[config.mk]
export PLATFORM = sky130hd
export DESIGN_NAME = utf8_glyph_index_decoder
export DESIGN_NICKNAME = d
export VERILOG_FILES = /design/src/rtl/u8gi_pkg.sv /design/src/rtl/u8gi_step.sv /design/src/rtl/utf8_glyph_index_decoder.sv
export SDC_FILE = /design/constraint.sdc
export NUM_CORES = 1
export LEC_CHECK = 0
export BUFFER_PORTS_ARGS = -buffer_cell sky130_fd_sc_hd__buf_2
export CAP_MARGIN = 20
export CORE_MARGIN = 3
export CORE_UTILIZATION = 60
export CTS_CLUSTER_DIAMETER = 80
export DETAILED_ROUTE_END_ITERATION = 8
export GPL_TIMING_DRIVEN = 1
export PLACE_DENSITY = 0.85
export SLEW_MARGIN = 20
export SYNTH_ARGS = -nofsm -noshare
export SYNTH_HDL_FRONTEND = slang
export SYNTH_HIERARCHICAL = 1
export SYNTH_SLANG_ARGS = --single-unit
[constraint.sdc]
create_clock -name clock -period 12.55 [get_ports clock]
set_clock_uncertainty 0.15 [all_clocks]
set_input_delay 0.6275 -clock clock [delete_from_list [all_inputs] [get_ports clock]]
set_output_delay 0.6275 -clock clock [all_outputs]
set_load 0.005 [all_outputs]
[src/rtl/u8gi_pkg.sv]
// Shared types, constants and DFA tables for the UTF-8 glyph index decoder.
package u8gi_pkg;

   localparam int unsigned CP_W      = 21;
   localparam int unsigned STATE_W   = 4;
   localparam int unsigned CLASS_W   = 4;
   localparam int unsigned BYTE_W    = 8;
   localparam int unsigned REQ_DATA_W = 8;
   localparam int unsigned RSP_DATA_W = 48;
   localparam int unsigned CSR_ADDR_W = 4;
   localparam int unsigned CSR_DATA_W = 32;

   // DFA states
   localparam logic [STATE_W-1:0] ST_ACCEPT = 4'd0;
   localparam logic [STATE_W-1:0] ST_REJECT = 4'd1;
   localparam logic [STATE_W-1:0] ST_LAST   = 4'd8;

   // Byte classes
   localparam logic [CLASS_W-1:0] CLS_ASCII   = 4'd0;
   localparam logic [CLASS_W-1:0] CLS_CONT_LO = 4'd1;
   localparam logic [CLASS_W-1:0] CLS_LEAD2   = 4'd2;
   localparam logic [CLASS_W-1:0] CLS_LEAD3   = 4'd3;
   localparam logic [CLASS_W-1:0] CLS_ED      = 4'd4;
   localparam logic [CLASS_W-1:0] CLS_F4      = 4'd5;
   localparam logic [CLASS_W-1:0] CLS_LEAD4   = 4'd6;
   localparam logic [CLASS_W-1:0] CLS_CONT_HI = 4'd7;
   localparam logic [CLASS_W-1:0] CLS_INVALID = 4'd8;
   localparam logic [CLASS_W-1:0] CLS_CONT_MD = 4'd9;
   localparam logic [CLASS_W-1:0] CLS_E0      = 4'd10;
   localparam logic [CLASS_W-1:0] CLS_F0      = 4'd11;

   // Register indexes (word address bits)
   localparam logic [1:0] REG_BASE_CODE     = 2'd0;
   localparam logic [1:0] REG_LAST_LIMIT    = 2'd1;
   localparam logic [1:0] REG_FALLBACK_CODE = 2'd2;

   typedef struct packed {
      logic [STATE_W-1:0] next_state;
      logic [CP_W-1:0]    next_acc;
      logic               emit;
      logic [CP_W-1:0]    glyph_index;
      logic [CP_W-1:0]    code_point;
      logic               substituted;
   } step_type;

   function automatic logic [CLASS_W-1:0] byte_class(input logic [BYTE_W-1:0] b);
      logic [CLASS_W-1:0] cls;
      if (b < 8'h80)       cls = CLS_ASCII;
      else if (b < 8'h90)  cls = CLS_CONT_LO;
      else if (b < 8'hA0)  cls = CLS_CONT_MD;
      else if (b < 8'hC0)  cls = CLS_CONT_HI;
      else if (b < 8'hC2)  cls = CLS_INVALID;
      else if (b < 8'hE0)  cls = CLS_LEAD2;
      else if (b == 8'hE0) cls = CLS_E0;
      else if (b == 8'hED) cls = CLS_ED;
      else if (b < 8'hF0)  cls = CLS_LEAD3;
      else if (b == 8'hF0) cls = CLS_F0;
      else if (b < 8'hF4)  cls = CLS_LEAD4;
      else if (b == 8'hF4) cls = CLS_F4;
      else                 cls = CLS_INVALID;
      return cls;
   endfunction

   // One row per state, one nibble per class (class 0 in the low nibble).
   function automatic logic [STATE_W-1:0] next_state(input logic [STATE_W-1:0] st,
                                                     input logic [CLASS_W-1:0] cls);
      logic [63:0] row;
      case (st)
         4'd0:    row = 64'h1111_6411_1785_3210;
         4'd2:    row = 64'h1111_1101_0111_1101;
         4'd3:    row = 64'h1111_1121_2111_1121;
         4'd4:    row = 64'h1111_1111_2111_1111;
         4'd5:    row = 64'h1111_1121_1111_1121;
         4'd6:    row = 64'h1111_1131_3111_1111;
         4'd7:    row = 64'h1111_1131_3111_1131;
         4'd8:    row = 64'h1111_1111_1111_1131;
         default: row = 64'h1111_1111_1111_1111;  // reject and unused codes
      endcase
      return row[{cls, 2'b00} +: STATE_W];
   endfunction

endpackage

[src/rtl/u8gi_step.sv]
// One decode step: byte class, DFA transition, accumulator update and glyph mapping.
module u8gi_step
   import u8gi_pkg::*;
(
   input  logic [STATE_W-1:0] state,
   input  logic [CP_W-1:0]    acc,
   input  logic [BYTE_W-1:0]  byte_value,
   input  logic               string_start,
   input  logic [CP_W-1:0]    base_code,
   input  logic [CP_W-1:0]    last_index_limit,
   input  logic [CP_W-1:0]    fallback_code,
   output step_type           step
);

   logic [STATE_W-1:0] cur_state;
   logic [CLASS_W-1:0] cls;
   logic [BYTE_W-1:0]  lead_bits;
   logic [CP_W-1:0]    acc_new;
   logic [CP_W-1:0]    raw_index;

   always_comb begin
      cur_state = string_start ? ST_ACCEPT : state;
      cls       = byte_class(byte_value);
      lead_bits = (8'hFF >> cls) & byte_value;
      if (cur_state != ST_ACCEPT) begin
         acc_new = {acc[CP_W-7:0], byte_value[5:0]};
      end else begin
         acc_new = {{(CP_W-BYTE_W){1'b0}}, lead_bits};
      end
      raw_index = acc_new - base_code;

      step.next_state  = next_state(cur_state, cls);
      step.next_acc    = acc_new;
      step.emit        = (step.next_state == ST_ACCEPT);
      step.code_point  = acc_new;
      step.substituted = (raw_index > last_index_limit);
      step.glyph_index = step.substituted ? (fallback_code - base_code) : raw_index;
   end

endmodule

[src/rtl/utf8_glyph_index_decoder.sv]
// UTF-8 glyph index decoder: top level with input stage, DFA state, CSRs and result register.
//
// Usage
//   req_*  : one raw text byte per transfer; req_tuser marks the first byte of a
//            string and clears the decoder state before that byte is used.
//   rsp_*  : one transfer per completed character: glyph index, codepoint and a
//            flag (rsp_tuser) set when the unknown glyph was substituted.
//            Bytes that do not complete a character and rejected bytes give no transfer.
//   csr_*  : APB registers first glyph codepoint (0x0), last index limit (0x4),
//            unknown glyph codepoint (0x8); write them only while idle.
// Timing
//   A byte taken from req lands in the input register; the DFA step then runs on
//   it and any result is loaded into the output register, which drives rsp_tvalid.
//   One byte per cycle sustained while no result waits on rsp_tready: lookup,
//   shift and index math sit in one stage.
// Reset and stall
//   reset clears both registers' valid flags, puts the DFA in the accept state
//   with an empty accumulator and loads the register defaults (32, 126, 63).
//   While rsp_tready is low the result is held; an empty input register still
//   takes one byte, then req_tready stays low until the result is taken.
module utf8_glyph_index_decoder
   import u8gi_pkg::*;
(
   input  logic                    clock,
   input  logic                    reset,
   input  logic                    req_tvalid,
   output logic                    req_tready,
   input  logic [REQ_DATA_W-1:0]   req_tdata,   // [7:0] byte_value
   input  logic                    req_tuser,   // [0] string_start
   output logic                    rsp_tvalid,
   input  logic                    rsp_tready,
   output logic [RSP_DATA_W-1:0]   rsp_tdata,   // [20:0] glyph_index, [41:21] code_point, zero pad
   output logic                    rsp_tuser,   // [0] substituted
   input  logic                    csr_psel,
   input  logic                    csr_penable,
   input  logic                    csr_pwrite,
   input  logic [CSR_ADDR_W-1:0]   csr_paddr,
   input  logic [CSR_DATA_W-1:0]   csr_pwdata,
   output logic [CSR_DATA_W-1:0]   csr_prdata,
   output logic                    csr_pready
);

   logic               in_valid_ff, in_valid_in;
   logic [BYTE_W-1:0]  in_byte_ff;
   logic               in_start_ff;
   logic [STATE_W-1:0] state_ff;
   logic [CP_W-1:0]    acc_ff;
   logic [CP_W-1:0]    base_code_ff, limit_ff, unknown_ff;
   logic               out_valid_ff, out_valid_in;
   logic [CP_W-1:0]    out_glyph_ff, out_cp_ff;
   logic               out_subst_ff;
   logic               advance, load_out, csr_write;
   step_type           step;

   u8gi_step u_step (
      .state            (state_ff),
      .acc              (acc_ff),
      .byte_value       (in_byte_ff),
      .string_start     (in_start_ff),
      .base_code        (base_code_ff),
      .last_index_limit (limit_ff),
      .fallback_code    (unknown_ff),
      .step             (step)
   );

   // Input register moves on whenever the output register can take its result.
   assign advance     = in_valid_ff && (!out_valid_ff || rsp_tready);
   assign load_out    = advance && step.emit;
   assign req_tready  = !in_valid_ff || advance;
   assign in_valid_in = (req_tvalid && req_tready) || (in_valid_ff && !advance);
   assign out_valid_in = load_out || (out_valid_ff && !rsp_tready);

   always_ff @(posedge clock) begin
      if (reset) begin
         in_valid_ff  <= 1'b0;
         out_valid_ff <= 1'b0;
         state_ff     <= ST_ACCEPT;
         acc_ff       <= '0;
      end else begin
         in_valid_ff  <= in_valid_in;
         out_valid_ff <= out_valid_in;
         if (advance) begin
            state_ff <= step.next_state;
            acc_ff   <= step.next_acc;
         end
      end
   end

   always_ff @(posedge clock) begin
      if (req_tvalid && req_tready) begin
         in_byte_ff  <= req_tdata[BYTE_W-1:0];
         in_start_ff <= req_tuser;
      end
      if (load_out) begin
         out_glyph_ff <= step.glyph_index;
         out_cp_ff    <= step.code_point;
         out_subst_ff <= step.substituted;
      end
   end

   assign rsp_tvalid = out_valid_ff;
   assign rsp_tdata  = {{(RSP_DATA_W-2*CP_W){1'b0}}, out_cp_ff, out_glyph_ff};
   assign rsp_tuser  = out_subst_ff;

   // Configuration registers
   assign csr_pready = 1'b1;
   assign csr_write  = csr_psel && csr_penable && csr_pwrite && csr_pready;

   always_ff @(posedge clock) begin
      if (reset) begin
         base_code_ff <= CP_W'(32);
         limit_ff     <= CP_W'(126);
         unknown_ff   <= CP_W'(63);
      end else if (csr_write) begin
         case (csr_paddr[3:2])
            REG_BASE_CODE:     base_code_ff <= csr_pwdata[CP_W-1:0];
            REG_LAST_LIMIT:    limit_ff     <= csr_pwdata[CP_W-1:0];
            REG_FALLBACK_CODE: unknown_ff   <= csr_pwdata[CP_W-1:0];
            default: ;
         endcase
      end
   end

   always_comb begin
      case (csr_paddr[3:2])
         REG_BASE_CODE:     csr_prdata = {{(CSR_DATA_W-CP_W){1'b0}}, base_code_ff};
         REG_LAST_LIMIT:    csr_prdata = {{(CSR_DATA_W-CP_W){1'b0}}, limit_ff};
         REG_FALLBACK_CODE: csr_prdata = {{(CSR_DATA_W-CP_W){1'b0}}, unknown_ff};
         default:           csr_prdata = '0;
      endcase
   end

   // Checks
   a_state_range: assert property (@(posedge clock) disable iff (reset)
      state_ff <= ST_LAST)
      else $error("DFA state out of range");

   a_emit_loads_out: assert property (@(posedge clock) disable iff (reset)
      load_out |=> out_valid_ff)
      else $error("completed character not registered");

   a_index_in_limit: assert property (@(posedge clock) disable iff (reset)
      out_valid_ff && !out_subst_ff |-> out_glyph_ff <= limit_ff)
      else $error("unsubstituted glyph index above limit");

   a_subst_index: assert property (@(posedge clock) disable iff (reset)
      out_valid_ff && out_subst_ff |-> out_glyph_ff == CP_W'(unknown_ff - base_code_ff))
      else $error("substituted glyph index wrong");

endmodule
==> results of run 1 <==
## state kept, by name (all words and copies together), names as in the netlist
| register | cells |
|---|---|
| limit_ff | 21 |
| rsp_tuser | 1 |
| in_byte_ff | 8 |
| unknown_ff | 21 |
| state_ff | 4 |
| acc_ff | 15 |
| in_start_ff | 1 |
| out_glyph_ff | 21 |
| out_cp_ff | 21 |
| rsp_tvalid | 1 |
| base_code_ff | 21 |
| in_valid_ff | 1 |
## power by group through the flow
stage | Clock (uW) | Combinational [uW] | Sequential [uW]
final | 525 | 247 | 492
after global routing | 547 | 271 | 493
after CTS | 530 | 243 | 491
after detailed placement | 0 | 240 | 501
after global placement | 0 | 234 | 500
after floorplan | 0 | 189 | 497
## cell usage in the layout, fill, tap and decap left out, drive strengths merged, types with 7 or more instances in the layout
cell type  instances
inv               59
nand2             56
ha                61
nor2              62
nor4               8
edfxtp            52
mux2              14
clkbuf            21
a211oi             7
a21o              11
nor3              13
nand2b            76
xor2               7
xnor2             27
nor2b             17
buf              110
nand3             28
mux2i             87
dfxtp             84
conb              18
o21ai             71
a21oi             64
o21a              10
and2              19
## critical path, stage by stage, from the launching register on
cell and delay (ns):
edfxtp_1 0.52, o21a_1 0.22, o21ai_1 0.14, a211oi_2 0.08, o21ai_1 0.47, and2_1 0.32, nand2_1 0.08, o21ai_0 0.48
ha_1 0.39, o2111ai_1 0.37, a21boi_1 0.17, a2111oi_2 0.48, or2_1 0.21, xnor2_1 0.12, ha_1 0.32, nand4_1 0.17
a21oi_1 0.16, o21ai_1 0.08, a21oi_1 0.12, o31a_1 0.49, buf_4 0.32, mux2_2 0.40
## routing by layer
layer | share of wire [%] | global-route usage (%) | routed length (um) | up-vias
met5 | 0 | 0 | 0 | -
met4 | 2.5 | 9.944 | 532 | 0
met3 | 6.9 | 4.782 | 1461 | 47
met1 | 44 | 35.18 | 9415 | 3508
li1 | - | - | - | 3585
met2 | 46 | 40.21 | 9815 | 292
## worst max path at each step
stage | endpoint | slack [ns] | cells after the start
floorplan | out_glyph_ff[11] | 7.19 | 23
CTS | out_glyph_ff[8] | 6.19 | 21
global route | out_glyph_ff[8] | 5.57 | 22
finish | out_glyph_ff[10] | 6.02 | 21
detailed placement | out_glyph_ff[8] | 6.23 | 21
global placement | out_glyph_ff[8] | 6.20 | 21
## area by class of cell
class / count / area [um^2]
clock buffer: 21 / 481.7
clock inverter: 11 / 143.9
fill: 1100 / 4618
inverter: 58 / 217.7
multi-input combinational: 736 / 5199
sequential: 136 / 3243
tap: 184 / 230.2
timing repair buffer: 110 / 565.5
## metrics by stage
step,hold WS (ns),util [%],instance area (um^2)
after floorplan,0.2989,-,9153
after detailed placement,0.3130,64.33,9455
after global placement,0.3090,64.33,9455
after global routing,0.2178,68.58,10080
after CTS,0.2132,68.58,10080
final,0.2258,68.58,10080
==> impl_metrics.yaml, run 1 <==
status:
  status: "complete, no violations"
grt:
  antenna_found_initial: 0
  grt_pass1_wl_um: 34020
  grt_usage_pct: 25.60
  grt_pass1_vias: 6908
  grt_max_degree: 112
  grt.overflow.total: 0
clock_tree:
  tritoncts: "yes"
  hold_buffers: 0
  cts_resized: 0
  worstSkewPairLatency_ns: 0.43
  cts_buffer_depth: 2
  cts_buffers: 17
  cts-root-buf: "clkbuf_16"
  cts_sinks: 136
  path_clk_slew_ns: 0.06
  post_cts_buffers: 0
  cts.htree.levels: 4
routing:
  wl_um: 21220
  first_iter_violations: 621
  first_pass_iters: 5
  dr_total_vias: 7432
  drc_errors: 0
  wl_per_cell_um: 16.90
  viasPerCell: 5.917
  ant_nets: 0
placed_design:
  hpwl_um: 15270
  dp_slack_ns: 6.226
  port_buffers: 104
  dp_cells: 1224
  gp_congestion: 0.9547
worst_hold_path:
  whs_path_depth: 1
  min_to: "in_byte_ff[7]"
  hold_class: "in2reg"
  hp-start: "req_tdata[7]"
floorplanning:
  fp.coreArea_mm2: 0.01470
  ios: 136
  rows: 44
  dieHeight_um: 129.1
  fp.dieW_um: 129.1
  die-area_mm2: 0.01667
  start_util_pct: 61.86
sta:
  rsz0062_at_grt: "false"
  slew_violations: 0
  worst_slew_pin_slew_ns: 1.021
  fmax_ghz: 0.1530
  fin_setup_tns_ns: 0
  fin_crit_sh_pct: 52.07
  setup_ws_ns: 6.015
  slew_headroom_pct: 31.93
  fin_crit_ns: 6.535
  finalSetupViolations: 0
  hold_viol_final: 0
finish:
  layout.nets: 1174
  fin_cells: 1256
  diodes: 0
  area.growth.synth_to_final_pct: 10.87
  drive_gt1_share_pct: 15.86
synth:
  syn_area_mm2: 0.009092
  synthCells: 998
  synth_warnings: 6
  synth_area_per_cell_um2: 9.111
job:
  maxCapViolations: 0
critical_path:
  cp_max_fo: 15
  cp.arrival_ns: 6.55
  r2r-end: "out_glyph_ff[10]"
  regToRegSetupSlack_ns: 6.02
  required_ns: 12.56
  r2r_start: "in_byte_ff[1]"
  startpoint_type: "flop"
  end_kind: "flop"
  path_class: "reg2reg"
  worst_r2r_path_depth: 21
  crit_start: "in_byte_ff[1]"
pwr:
  leakage_uw: 0.004338
  pwr-share-seq_pct: 38.9
  power_uw: 1263
  switching_share_pct: 26.90
  peakVddDrop_mv: 0.1042
  power_density_mw_per_mm2: 125.3
  p_switching_uw: 339.8
  intPower_uw: 923.5
  pwr-share-comb_pct: 19.6
  p_clk_share_pct: 41.5
No activity file was read; power rests on OpenSTA's default activity.
==> run 2: changes to the inputs <==
ABC_AREA = 1   (was not set)
CORE_UTILIZATION = 59   (was 60)
PLACE_DENSITY = 0.84   (was 0.85)
clock period = 6.1 ns   (was 12.55 ns; I/O delays follow)
==> run 2 against run 1 <==
- combinational power rose to 3.4 times the previous value
- synthesized cell count rose by 34%
- clock power rose by 100%
- setup slack got worse by 5.3 ns
- final cell count rose by 31%
- highest routed layer unchanged
- flip-flop and latch count did not move
- critical path depth rose by 3
- area after synthesis rose by 2.5%
- sequential power rose by 110%
- hold slack got worse by 0.16 ns
- total power rose by 130%
==> impl_metrics.yaml, run 2 <==
clock_tree:
  cts_buffer_depth: 2
  post_cts_buffers: 0
  cts.htree.levels: 4
  worstSkewPairLatency_ns: 0.43
  cts-root-buf: "clkbuf_16"
  tritoncts: "yes"
  cts_sinks: 136
  cts_resized: 0
  path_clk_slew_ns: 0.06
  cts_buffers: 17
job:
  maxCapViolations: 0
placed_design:
  gp_congestion: 1.019
  place_area_mm2: 0.009723
  dp_slack_ns: 0.9610
  dp_cells: 1598
  hpwl_um: 18320
  port_buffers: 104
routing:
  first_iter_violations: 905
  wl_um: 24970
  viasPerCell: 5.497
  ant_nets: 0
  dr_total_vias: 9064
  drc_errors: 0
  first_pass_iters: 6
  wl_per_cell_um: 15.14
sta:
  fin_crit_sh_pct: 87.77
  rsz0062_at_grt: "false"
  slew_violations: 0
  fin_setup_tns_ns: 0
  finalSetupViolations: 0
  setup_ws_ns: 0.7459
  worst_slew_pin_slew_ns: 1.050
  fin_crit_ns: 5.354
  fmax_ghz: 0.1868
  hold_viol_final: 0
  slew_headroom_pct: 29.90
finish:
  diodes: 0
  drive_gt1_share_pct: 12.80
  final_area_mm2: 0.01052
  fin_cells: 1649
  final_common_cell: "nand2_1"
  layout_common_cells: "327 x nand2_1, 216 x nor2_1, 142 x inv_1, 123 x nand3_1, 104 x buf_2"
  final_util_pct: 68.72
  area.growth.synth_to_final_pct: 12.87
  layout.nets: 1540
floorplanning:
  fp.coreArea_mm2: 0.01531
  rows: 45
  start_util_pct: 60.88
  ios: 136
  dieHeight_um: 131.7
  die-area_mm2: 0.01735
  fp.dieW_um: 131.7
critical_path:
  end_kind: "flop"
  cp.arrival_ns: 5.37
  startpoint_type: "flop"
  regToRegSetupSlack_ns: 0.75
  required_ns: 6.12
  path_class: "reg2reg"
  cp_max_fo: 22
status:
  status: "complete, no violations"
pwr:
  peakVddDrop_mv: 0.2549
  power_density_mw_per_mm2: 277.8
  leakage_uw: 0.005123
synth:
  syn_area_mm2: 0.009324
  synthCells: 1336
  synth_area_per_cell_um2: 6.979
  synth_warnings: 6
grt:
  antenna_found_initial: 0
  grt_pass1_vias: 8350
  grt_pass1_wl_um: 39960
  grt_max_degree: 84
  grt.overflow.total: 0
  grt_usage_pct: 28.36
worst_hold_path:
  hold_class: "in2reg"
## run 2: path summary, 6_finish.rpt
| check | start | to | depth (start not counted) |
|---|---|---|---|
| max | in_byte_ff[6] | out_glyph_ff[9] | 24 |
| min | csr_pwdata[9] | base_code_ff[9] | 5 |
| max reg2reg | in_byte_ff[6] | out_glyph_ff[9] | 24 |
| min reg2reg | acc_ff[12] | acc_ff[12] | 2 |
## run 2: stage by stage
| step | hold slack, ns | total power [uW] |
|---|---|---|
| finish | 0.06644 | 2924 |
| floorplan | 0.2241 | 1654 |
| detailed placement | 0.3211 | 1851 |
| CTS | 0.05285 | 2911 |
| global route | 0.08346 | 3067 |
| global placement | 0.3113 | 1835 |
## run 2: routing by layer
metal | vias up | part of all wire (%) | GRT usage, % | wire [um]
met5 | - | 0 | 0 | 0
met4 | 0 | 2.8 | 11.55 | 703
met3 | 57 | 7.9 | 4.403 | 1975
met2 | 430 | 47 | 46.19 | 11640
met1 | 4137 | 43 | 37.97 | 10640
li1 | 4440 | - | - | -
## run 2: layout make-up
class	instances	area (um^2)
Tap cell	211	264.0
Fill cell	1351	4791
Multi-Input combinational cell	996	5114
Clock buffer	18	429.2
Sequential cell	136	3243
Inverter	147	551.8
Timing Repair Buffer	127	750.7
Clock inverter	14	171.4
## run 2: critical path: stages, from the launching register on
cell      delay (ns)
edfxtp_1        0.58
nand2_4         0.13
nor2_4          0.16
nand3_1         0.08
nand3_1         0.13
nand2_1         0.14
nand2_1         0.11
nand2_1         0.09
o21ai_0         0.22
inv_1           0.15
ha_1            0.35
a21oi_1         0.23
o21ai_1         0.12
a21oi_1         0.27
o21ai_1         0.15
xor2_1          0.32
ha_1            0.32
a21oi_1         0.15
o21ai_0         0.14
o21bai_1        0.18
nand3_1         0.11
nand2_2         0.28
inv_1           0.28
nand2_1         0.14
nand2_1         0.10
## run 2: timing repair
action	4_1_cts	5_1_grt
hold endpoints to repair	23	0
endpoints found under the setup margin	0	0
hold buffers	18	0
## run 2: report_power, final
| part | total (uW) | switching, uW | internal (uW) |
|---|---|---|---|
| logic | 832 | 556 | 277 |
| clock network | 1050 | 409 | 645 |
| registers | 1040 | 22.4 | 1020 |
==> run 3: changes to the inputs <==
CORE_UTILIZATION = 35   (was 59)
PLACE_DENSITY = 0.55   (was 0.84)
==> run 3 against run 2 <==
- utilization fell by 28 points
- fmax fell by 0.16%
- register-to-register slack barely moved
- wire length rose by 9.0%
- flip-flop and latch count did not move
- critical endpoint is now out_glyph_ff[14]
==> impl_metrics.yaml, run 3 (synthesis results as in run 2) <==
clock_tree:
  post_cts_buffers: 0
  worstSkewPairLatency_ns: 0.43
  tritoncts: "yes"
  cts-root-buf: "clkbuf_16"
  cts_sinks: 136
  path_clk_slew_ns: 0.07
  cts_buffers: 17
  cts.htree.levels: 4
  cts_buffer_depth: 2
critical_path:
  startpoint_type: "flop"
  slowest_stage: "nor3_1"
  crit_top_cell: "nand2_1"
  cp_max_fo: 22
  required_ns: 6.24
  cp.arrival_ns: 5.50
  path_class: "reg2reg"
  end_kind: "flop"
  max_stage_delay_ns: 0.51
routing:
  wl_um: 27220
  viasPerCell: 4.874
  dr_total_vias: 8656
  first_iter_violations: 511
  drc_errors: 0
  wl_per_cell_um: 15.32
  ant_nets: 0
  first_pass_iters: 5
placed_design:
  gp_congestion: 0.9307
  hpwl_um: 20580
  port_buffers: 104
pwr:
  leakage_uw: 0.005153
  peakVddDrop_mv: 0.1690
  power_density_mw_per_mm2: 277.5
sta:
  slew_violations: 0
  finalSetupViolations: 0
  slew_headroom_pct: 33.34
  fin_crit_ns: 5.363
  fin_setup_tns_ns: 0
  hold_viol_final: 0
  worst_slew_pin_slew_ns: 0.9975
  rsz0062_at_grt: "false"
  fmax_ghz: 0.1865
  holdWs_ns: 0.06955
  fin_crit_sh_pct: 87.91
finish:
  final_common_cell: "nand2_1"
  area.growth.synth_to_final_pct: 15.20
  layout.nets: 1543
  layout_common_cells: "327 x nand2_1, 216 x nor2_1, 142 x inv_1, 123 x nand3_1, 104 x buf_2"
  diodes: 0
  drive_gt1_share_pct: 12.98
floorplanning:
  fp.coreArea_mm2: 0.02613
  dieHeight_um: 169.2
  die-area_mm2: 0.02863
  start_util_pct: 35.68
  rows: 59
  fp.dieW_um: 169.2
  ios: 136
grt:
  grt_pass1_wl_um: 43270
  grt.overflow.total: 0
  grt_max_degree: 84
  grt_usage_pct: 19.07
  grt_pass1_vias: 8307
  antenna_found_initial: 0
job:
  maxCapViolations: 0
status:
  status: "complete, no violations"
worst_hold_path:
  hold_class: "in2reg"
[run 3: changes by cell type in the layout (fill, tap and decap cells not counted), moves of 2 or more]
cell | before | now
inv_4 | 4 | 1
inv_6 | 1 | 3
buf_4 | 4 | 7
clkbuf_16 | 17 | 21
nor2_4 | 5 | 7
nor2_2 | 11 | 9
bufinv_16 | 3 | 1
[run 3: critical path: cells and delay by family, from the launching register on]
family	cells	cell delay, ns
simple gates	21	2.85
fa+ha+maj	2	0.69
compound gates	4	0.64
buf+inv	2	0.45
flops	1	0.44
[run 3: layer usage]
metal  vias to the layer above  track usage (%)  wire length (um)
met1                      3950            26.90             13360
met5                         -                0                 0
met2                       220            30.34             11990
li1                       4449                -                 -
met4                         0            5.370               514
met3                        37            3.145              1353
[run 3: final cells by class]
cell class              count  area (um^2)
multi-input cells         996         5124
clock inverters             9        96.34
fillers                  2795        15390
repair buffers            130        764.5
inverters                 147        551.8
flip-flops and latches    136         3243
clock buffers              23        543.0
well taps                 335        419.2
[run 3: power by group]
part	total (uW)	switching, uW	internal (uW)	leakage, uW
registers	1040	23.0	1010	0.00117
logic	826	550	277	0.00367
clock network	1120	440	677	0.000312
[run 3: repair_timing]
action / in CTS / in global routing
hold buffers: 18 / 0
gates resized for setup: 0 / 0
endpoints found under the hold margin: 23 / 0
[run 3: stage by stage]
| step | setup WS, ns | util [%] | cells | cell area, um^2 | power (uW) |
|---|---|---|---|---|---|
| final | 0.7374 | 41.10 | 1776 | 10740 | 2981 |
| after global routing | 0.09129 | 41.10 | 1776 | 10740 | 3151 |
| after CTS | 0.7702 | 41.02 | 1775 | 10720 | 2998 |
| after detailed placement | 0.8064 | 37.89 | 1725 | 9901 | 1871 |
| after global placement | 0.8547 | 37.89 | 1725 | 9901 | 1865 |
| after floorplan | 2.038 | - | 1352 | 9384 | 1654 |
[run 3: worst paths after layout]
check / slack [ns] / to / depth (start not counted) / start
setup / recovery: 0.74 / out_glyph_ff[14] / 29 / in_byte_ff[3]
hold / removal: 0.07 / base_code_ff[13] / 5 / csr_pwdata[13]
setup reg to reg: 0.74 / out_glyph_ff[14] / 29 / in_byte_ff[3]
hold reg to reg: 0.33 / acc_ff[0] / 2 / acc_ff[0]
